<file path="config.mk">
export PLATFORM = sky130hd
export DESIGN_NAME = rgb_pixel_tone_filter
export DESIGN_NICKNAME = d
export VERILOG_FILES = /design/src/design/rptf_pkg.sv /design/src/design/rptf_pipe.sv /design/src/design/rgb_pixel_tone_filter.sv
export VERILOG_INCLUDE_DIRS = /design/src /design/src/design
export SDC_FILE = /design/constraint.sdc
export NUM_CORES = 2
export LEC_CHECK = 0
export ABC_CLOCK_PERIOD_IN_PS = 6550
export BUFFER_PORTS_ARGS = -buffer_cell sky130_fd_sc_hd__clkbuf_2
export CAP_MARGIN = 20
export CORE_UTILIZATION = 60
export DETAILED_ROUTE_END_ITERATION = 16
export GPL_TIMING_DRIVEN = 0
export MAX_ROUTING_LAYER = met4
export PLACE_DENSITY = 0.82
export REMOVE_ABC_BUFFERS = 1
export SYNTH_ARGS = -nofsm -noshare
export SYNTH_HDL_FRONTEND = slang
export SYNTH_SLANG_ARGS = --single-unit
</file>
<file path="constraint.sdc">
create_clock -name clk -period 6.55 [get_ports clk]
set_input_delay 0.655 -clock clk [delete_from_list [all_inputs] [get_ports clk]]
set_output_delay 0.655 -clock clk [all_outputs]
set_load 0.02 [all_outputs]
</file>
<file path="src/design/rgb_pixel_tone_filter_defines.svh">
// Assertion macros shared by the tone filter RTL.
`ifndef RGB_PIXEL_TONE_FILTER_DEFINES_SVH
`define RGB_PIXEL_TONE_FILTER_DEFINES_SVH

`ifndef SYNTH
// Check a property on every clock edge outside reset.
`define RPTF_ASSERT(lbl, prop, msg) \
    lbl: assert property (@(posedge clk) disable iff (!rst_n) prop) else $error(msg);
// Check a property on every clock edge, reset included.
`define RPTF_ASSERT_ALWAYS(lbl, prop, msg) \
    lbl: assert property (@(posedge clk) prop) else $error(msg);
`else
`define RPTF_ASSERT(lbl, prop, msg)
`define RPTF_ASSERT_ALWAYS(lbl, prop, msg)
`endif

`endif

</file>
<file path="src/design/rptf_pkg.sv">
`timescale 1ns / 1ps

package rptf_pkg;

    // Filter selection codes
    typedef enum logic [1:0] {
        MODE_BRIGHT   = 2'd0,
        MODE_CONTRAST = 2'd1,
        MODE_GRAY     = 2'd2,
        MODE_SEPIA    = 2'd3
    } rptf_mode_t;

    // Configuration register indexes
    localparam int CFG_IDX_W = 1;
    localparam int CFG_DATA_W = 16;
    localparam logic [CFG_IDX_W-1:0] REG_FILTER_MODE = 1'd0;
    localparam logic [CFG_IDX_W-1:0] REG_RATE_GAIN   = 1'd1;

    localparam logic [15:0] GAIN_RESET = 16'd256;

    // Gray weights folded with a reciprocal of 1000: floor(x*w/1000) is
    // exactly (x * w * GRAY_RECIP) >> GRAY_SHIFT for every 8-bit x.
    localparam int GRAY_SHIFT = 28;
    localparam int unsigned GRAY_RECIP = 268436;
    localparam int unsigned GRAY_W_BLUE = 114;
    localparam int unsigned GRAY_W_GREEN = 587;
    localparam int unsigned GRAY_W_RED = 299;

    // Sepia tint numerators over 255
    localparam logic [7:0] SEPIA_W_BLUE = 8'd145;
    localparam logic [7:0] SEPIA_W_GREEN = 8'd200;
    localparam logic [7:0] SEPIA_W_RED = 8'd240;

    localparam logic [7:0] CONTRAST_MID = 8'd128;

    typedef struct packed {
        logic [7:0] blue_in;
        logic [7:0] green_in;
        logic [7:0] red_in;
    } rptf_pix_in_t;

    typedef struct packed {
        logic [7:0] blue_out;
        logic [7:0] green_out;
        logic [7:0] red_out;
    } rptf_pix_out_t;

    typedef struct packed {
        rptf_mode_t  mode;
        logic [15:0] gain;
    } rptf_cfg_t;

    // Folded gray multiplier per channel (0 blue, 1 green, 2 red)
    function automatic logic [27:0] gray_mul(input logic [1:0] ch);
        logic [27:0] m;
        case (ch)
            2'd0: m = 28'(GRAY_W_BLUE * GRAY_RECIP);
            2'd1: m = 28'(GRAY_W_GREEN * GRAY_RECIP);
            2'd2: m = 28'(GRAY_W_RED * GRAY_RECIP);
            default: m = 28'd0;
        endcase
        return m;
    endfunction

    // Sepia tint per channel (0 blue, 1 green, 2 red)
    function automatic logic [7:0] sepia_mul(input logic [1:0] ch);
        logic [7:0] m;
        case (ch)
            2'd0: m = SEPIA_W_BLUE;
            2'd1: m = SEPIA_W_GREEN;
            2'd2: m = SEPIA_W_RED;
            default: m = 8'd0;
        endcase
        return m;
    endfunction

endpackage

</file>
<file path="src/design/rptf_pipe.sv">
`timescale 1ns / 1ps
`include "rgb_pixel_tone_filter_defines.svh"

module rptf_pipe
    import rptf_pkg::*;
(
    input  logic          clk,
    input  logic          rst_n,
    input  rptf_cfg_t     cfg,
    input  logic          pixel_valid,
    output logic          pixel_ready,
    input  rptf_pix_in_t  pixel,
    output logic          result_valid,
    input  logic          result_ready,
    output rptf_pix_out_t result
);

    // Stage valid bits and per-stage ready
    logic s1_valid_reg, s2_valid_reg, s3_valid_reg, s4_valid_reg, out_valid_reg;
    logic rdy1, rdy2, rdy3, rdy4, rdy_out;

    // Stage 1: captured pixel
    logic [7:0] s1_pix_reg [3];
    // Stage 2: channel products and gray terms
    logic signed [25:0] s2_prod_reg [3];
    logic [7:0] s2_gterm_reg [3];
    // Stage 3: saturated channel results and gray sum
    logic [7:0] s3_chan_reg [3];
    logic [7:0] s3_gray_reg;
    // Stage 4: channel results, gained gray, sepia products
    logic [7:0] s4_chan_reg [3];
    logic [23:0] s4_gprod_reg;
    logic [15:0] s4_sep_reg [3];
    // Output register
    rptf_pix_out_t out_reg;

    logic signed [25:0] prod_next [3];
    logic [7:0] gterm_next [3];
    logic [7:0] chan_next [3];
    logic [7:0] gray_next;
    logic [23:0] gprod_next;
    logic [15:0] sep_next [3];
    rptf_pix_out_t out_next;

    logic signed [8:0] op [3];
    logic [35:0] gmul [3];
    logic signed [25:0] tsum [3];
    logic [9:0] gsum;
    logic [16:0] sep_acc [3];
    logic [7:0] sep_q [3];
    logic [7:0] gray_sat;
    logic [7:0] res [3];

    // Ready ripples back: a stage takes data when it is empty or drains
    assign rdy_out = !out_valid_reg || result_ready;
    assign rdy4 = !s4_valid_reg || rdy_out;
    assign rdy3 = !s3_valid_reg || rdy4;
    assign rdy2 = !s2_valid_reg || rdy3;
    assign rdy1 = !s1_valid_reg || rdy2;
    assign pixel_ready = rdy1;

    // Stage 1 -> 2: one gain multiplier per channel, gray terms
    always_comb
    begin
        for (int i = 0; i < 3; i++)
        begin
            if (cfg.mode == MODE_CONTRAST)
            begin
                op[i] = $signed({1'b0, s1_pix_reg[i]}) - $signed({1'b0, CONTRAST_MID});
            end
            else
            begin
                op[i] = $signed({1'b0, s1_pix_reg[i]});
            end
            prod_next[i] = $signed({{17{op[i][8]}}, op[i]}) * $signed({10'd0, cfg.gain});
            gmul[i] = {28'd0, s1_pix_reg[i]} * {8'd0, gray_mul(2'(i))};
            gterm_next[i] = gmul[i][35:GRAY_SHIFT];
        end
    end

    // Stage 2 -> 3: add mid gray back for contrast, clamp, sum gray
    always_comb
    begin
        for (int i = 0; i < 3; i++)
        begin
            if (cfg.mode == MODE_CONTRAST)
            begin
                tsum[i] = s2_prod_reg[i] + 26'sd32768;
            end
            else
            begin
                tsum[i] = s2_prod_reg[i];
            end
            if (tsum[i][25])
            begin
                chan_next[i] = 8'd0;
            end
            else if (|tsum[i][24:16])
            begin
                chan_next[i] = 8'd255;
            end
            else
            begin
                chan_next[i] = tsum[i][15:8];
            end
        end
        gsum = {2'd0, s2_gterm_reg[0]} + {2'd0, s2_gterm_reg[1]} + {2'd0, s2_gterm_reg[2]};
        gray_next = gsum[7:0];
    end

    // Stage 3 -> 4: gray times gain, sepia tints
    always_comb
    begin
        gprod_next = {16'd0, s3_gray_reg} * {8'd0, cfg.gain};
        for (int i = 0; i < 3; i++)
        begin
            sep_next[i] = {8'd0, s3_gray_reg} * {8'd0, sepia_mul(2'(i))};
        end
    end

    // Stage 4 -> out: divide sepia by 255, saturate gray, pick by mode
    always_comb
    begin
        gray_sat = (|s4_gprod_reg[23:16]) ? 8'd255 : s4_gprod_reg[15:8];
        for (int i = 0; i < 3; i++)
        begin
            sep_acc[i] = {1'b0, s4_sep_reg[i]} + {9'd0, s4_sep_reg[i][15:8]} + 17'd1;
            sep_q[i] = sep_acc[i][15:8];
            case (cfg.mode)
                MODE_BRIGHT, MODE_CONTRAST: res[i] = s4_chan_reg[i];
                MODE_GRAY: res[i] = gray_sat;
                MODE_SEPIA: res[i] = sep_q[i];
                default: res[i] = s4_chan_reg[i];
            endcase
        end
        out_next.blue_out = res[0];
        out_next.green_out = res[1];
        out_next.red_out = res[2];
    end

    // Advance valid bits
    always_ff @(posedge clk or negedge rst_n)
    begin
        if (!rst_n)
        begin
            s1_valid_reg <= 1'b0;
            s2_valid_reg <= 1'b0;
            s3_valid_reg <= 1'b0;
            s4_valid_reg <= 1'b0;
            out_valid_reg <= 1'b0;
        end
        else
        begin
            if (rdy1)
            begin
                s1_valid_reg <= pixel_valid;
            end
            if (rdy2)
            begin
                s2_valid_reg <= s1_valid_reg;
            end
            if (rdy3)
            begin
                s3_valid_reg <= s2_valid_reg;
            end
            if (rdy4)
            begin
                s4_valid_reg <= s3_valid_reg;
            end
            if (rdy_out)
            begin
                out_valid_reg <= s4_valid_reg;
            end
        end
    end

    // Advance payload on each transfer into a stage
    always_ff @(posedge clk)
    begin
        if (rdy1 && pixel_valid)
        begin
            s1_pix_reg[0] <= pixel.blue_in;
            s1_pix_reg[1] <= pixel.green_in;
            s1_pix_reg[2] <= pixel.red_in;
        end
        if (rdy2 && s1_valid_reg)
        begin
            s2_prod_reg <= prod_next;
            s2_gterm_reg <= gterm_next;
        end
        if (rdy3 && s2_valid_reg)
        begin
            s3_chan_reg <= chan_next;
            s3_gray_reg <= gray_next;
        end
        if (rdy4 && s3_valid_reg)
        begin
            s4_chan_reg <= s3_chan_reg;
            s4_gprod_reg <= gprod_next;
            s4_sep_reg <= sep_next;
        end
        if (rdy_out && s4_valid_reg)
        begin
            out_reg <= out_next;
        end
    end

    assign result_valid = out_valid_reg;
    assign result = out_reg;

    `RPTF_ASSERT(a_stage_advance, s3_valid_reg && rdy4 |=> s4_valid_reg,
        "stage 4 lost an item from stage 3")
    `RPTF_ASSERT(a_gray_equal,
        result_valid && cfg.mode == MODE_GRAY |->
        result.blue_out == result.green_out && result.green_out == result.red_out,
        "grayscale channels differ")
    `RPTF_ASSERT(a_sepia_order,
        result_valid && cfg.mode == MODE_SEPIA |->
        result.red_out >= result.green_out && result.green_out >= result.blue_out,
        "sepia tint order broken")
    `RPTF_ASSERT(a_contrast_zero_gain,
        result_valid && cfg.mode == MODE_CONTRAST && cfg.gain == 16'd0 |->
        result.blue_out == CONTRAST_MID && result.red_out == CONTRAST_MID,
        "zero contrast gain must give mid gray")
    `RPTF_ASSERT_ALWAYS(a_empty_ready,
        !s1_valid_reg && !s2_valid_reg && !s3_valid_reg && !s4_valid_reg |-> pixel_ready,
        "empty pipeline refuses input")

endmodule

</file>
<file path="src/design/rgb_pixel_tone_filter.sv">
`timescale 1ns / 1ps
// Per-pixel tone filter for 24-bit BGR pixels.
// Input channel: pixel_valid / pixel_ready with a packed pixel (blue, green,
// red); output channel: result_valid / result_ready with the filtered pixel.
// A pixel transfers on a rising edge with valid and ready both high.
// Configuration: cfg_we writes cfg_data into register cfg_index (0 filter
// mode: brightness, contrast, grayscale, sepia; 1 gain, unsigned Q8.8).
// Write configuration only while no pixel is in flight.
// Throughput: one pixel per clock while result_ready stays high. Each pixel
// passes four arithmetic stages on its way to result_valid (gain multiply, clamp
// and gray sum, gray gain and sepia multiply, sepia divide and mode select);
// the pixel is registered on entry and the last stage ends in the output
// register.
// Reset clears all stage valid bits, sets mode to brightness and gain to 1.0.
// When the receiver holds result_ready low the result stays put, stages
// behind it fill up their bubbles, and pixel_ready drops once every stage
// is occupied; nothing is dropped or repeated.
module rgb_pixel_tone_filter
    import rptf_pkg::*;
(
    input  logic                  clk,
    input  logic                  rst_n,
    input  logic                  pixel_valid,
    output logic                  pixel_ready,
    input  rptf_pix_in_t          pixel,
    output logic                  result_valid,
    input  logic                  result_ready,
    output rptf_pix_out_t         result,
    input  logic                  cfg_we,
    input  logic [CFG_IDX_W-1:0]  cfg_index,
    input  logic [CFG_DATA_W-1:0] cfg_data
);

    rptf_mode_t  mode_reg;
    logic [15:0] gain_reg;
    rptf_cfg_t   cfg;

    // Hold configuration registers
    always_ff @(posedge clk or negedge rst_n)
    begin
        if (!rst_n)
        begin
            mode_reg <= MODE_BRIGHT;
            gain_reg <= GAIN_RESET;
        end
        else if (cfg_we)
        begin
            case (cfg_index)
                REG_FILTER_MODE: mode_reg <= rptf_mode_t'(cfg_data[1:0]);
                REG_RATE_GAIN: gain_reg <= cfg_data[15:0];
                default: ;
            endcase
        end
    end

    assign cfg.mode = mode_reg;
    assign cfg.gain = gain_reg;

    rptf_pipe u_pipe (
        .clk          (clk),
        .rst_n        (rst_n),
        .cfg          (cfg),
        .pixel_valid  (pixel_valid),
        .pixel_ready  (pixel_ready),
        .pixel        (pixel),
        .result_valid (result_valid),
        .result_ready (result_ready),
        .result       (result)
    );

endmodule

</file>
==> out/results.ini <==
[sta]
worst_pin_slew_ns=1.16
finalMaxSlewViolations=0
finalSetupViolCount=0
fmax_ghz=0.157
period_needed_ns=6.36
fin_crit_sh_pct=97.0
slew_headroom_pct=22.5
fin_worst_skew_ns=0.0202
finalHoldViolCount=0

[clock_network]
ctsHoldBuffers=0
cts_sinks=254
cts.clk_slew.worst_paths_ns=0.06
cts_root_buf=clkbuf_16
cts_tree=built
clockBufferDepth=3
htree_levels=1
numCtsBuffers=31
clk_latency_ns=0.61

[synthesis]
synth_warnings=0
syn_inst=3544
syn_area_um2=36500
synth-seq-cells=254
yosysSeqAreaShare_pct=20.6
avgSynthCellArea_um2=10.3
synthArstFlopShare_pct=9.06
synth_common_cells=inv_1, ha_1, fa_1
synth.most_common_cell=inv_1
synth_edf_count=231
synth.top_cell.area_share_pct=29.3
synthFlopType=edfxtp_1
synthTopCellsByArea=fa_1, ha_1, edfxtp_1
ys_types=73
yosys.area.top_type=fa_1

[flow_run]
cap_viol_max_count=0

[global_routing]
grt_pass1_wl_um=134000
grt_overflow=0
grt_max_degree=64
grt_pass1_vias=26800
antenna_found_initial=1
grt.total_usage_pct=27.8

[worst_setup_path]
r2r_start=mode_reg[0]
critPathMaxFanout=7
path_class=reg2reg
reg2reg_slack_ns=0.19
rr_worst_depth=21
arrival_ns=6.69
critPathCaptureType=flip-flop
critPathLaunchType=flip-flop
cp.required_ns=6.89
r2r_end=u_pipe.s2_prod_reg[25]

[finish]
post-route-util_pct=65.2
drive_above_1_share_pct=6.29
fillers=4395
layout.nets=4709
finalInstanceArea_um2=39300
syn2layout_area_growth_pct=7.59
largest_register_ffs=54

[route]
drt_iter0_markers=1889
drc_errors=0
wirelength_um=80800
first_pass_iters=5
drt-wirelength-per-cell_um=18.4
via_per_inst=5.76
num_vias=25200
antenna_left=0

[placed_design]
port_buffers=71
gp_congestion=0.924
placed_cell_area_um2=37800
place.detailed.hpwl_um=59800

[hold_path]
hp-class=in2async

[outcome]
status=completed

[floorplan]
start_util_pct=60.6
die_y_um=249
die_w_um=249
io_pins=72
coreArea_um2=60200
die-area_um2=61800
rows=90

cell families (layout without fill, tap and decap cells):
kind of cell	count (synthesis)	after routing	synth area share [%]
buffers and inverters	758	808	7.80
DFF	254	254	20.6
other	0	2	0
xor gates and xnor gates	121	121	2.90
and+or+nand+nor	907	907	12.5
muxes	17	17	0.521
AOI/OAI and AO/OA	394	394	7.20
adders and majority gates	1093	1093	48.5
per-layer routing:
layer / vias to the layer above / routed length [um] / track usage (%)
met2: 894 / 39700 / 46.9
met1: 12600 / 32200 / 34.7
met3: 211 / 5620 / 3.61
li1: 11500 / - / -
met5: - / 0 / -
met4: 0 / 3180 / 9.41
worst max-delay path, cell delays in order (launching register included):
cell      delay, ns
dfrtp_1        0.59
nand2_8        0.13
inv_16         0.12
nand2b_4       0.08
or2_2          0.29
fa_1           0.49
fa_1           0.55
inv_1          0.05
fa_1           0.46
fa_1           0.55
inv_1          0.05
fa_1           0.49
inv_1          0.04
ha_1           0.30
nand2_1        0.06
or4_4          0.46
a21oi_4        0.17
and3b_1        0.21
or3_4          0.42
a21oi_4        0.17
nor3_1         0.07
or3_1          0.33
layout make-up:
class                      instances  area, um2  share of cell area [%]
clock inverter                    23        233                   0.592
sequential                       254       7530                    19.2
inverter                         643       2440                    6.22
clock buffer                      34        787                    2.00
tap                              782        978                    2.49
timing repair buffer             108        992                    2.53
antenna                            2       5.00                  0.0127
multi-input combinational       2532      26300                    67.0
how the worst max path moves through the flow:
stage	startpoint	endpoint	slack, ns	depth (start not counted)
after floorplan	mode_reg[1]	u_pipe.s2_prod_reg[25]	-0.44	22
after global placement	mode_reg[1]	u_pipe.s2_prod_reg[25]	-2.39	22
after detailed placement	mode_reg[1]	u_pipe.s2_prod_reg[49]	-2.24	23
after CTS	u_pipe.s1_pix_reg[0][18]	u_pipe.s2_prod_reg[25]	0.04	18
after global routing	mode_reg[1]	u_pipe.s2_prod_reg[25]	-0.01	22
final	mode_reg[0]	u_pipe.s2_prod_reg[25]	0.19	21
layout by cell type (no fill, tap or decap), types with 6 or more instances in the layout:
cell       instances
or2_2             11
xor2_1            41
clkbuf_2          71
mux2_2            16
nor4_1             8
and4_1             6
o21a_1            50
xnor2_1           79
nand4b_1           6
a21o_1            64
o21ai_0           59
nand4_1           15
dfrtp_1           10
nand2_1          289
a31oi_1           13
edfxtp_1         231
buf_16            14
nor2_1           132
nand2b_1          15
and2_1           253
buf_4             13
a211oi_1          16
nand3_1           33
or3_1              8
a21oi_1           94
clkbuf_16         31
nor3_1            48
dfrtp_2           11
o211ai_1          10
nor2b_1           39
and3_1            20
ha_1             557
o21bai_1          23
fa_1             535
inv_1            641
timing repair:
item                       in CTS  in global routing
resized for setup              28                 11
pin swaps                       1                  4
setup endpoints to repair      54                 14
buffers inserted                7                 11
through the flow:
step	hold slack, ns	instances	worst slack, ns	TNS [ns]
after detailed placement	0.405	4296	-2.24	-85.41
final	0.0428	4378	0.195	0
after floorplan	0.359	3429	-0.436	-1.58
after CTS	0.0376	4360	0.0441	0
after global routing	0.0680	4377	-0.0149	-0.0192
after global placement	0.401	4282	-2.39	-88.24
Power is not shown: default switching activity piles up to over one toggle a cycle in this logic, so the estimate is an artifact.
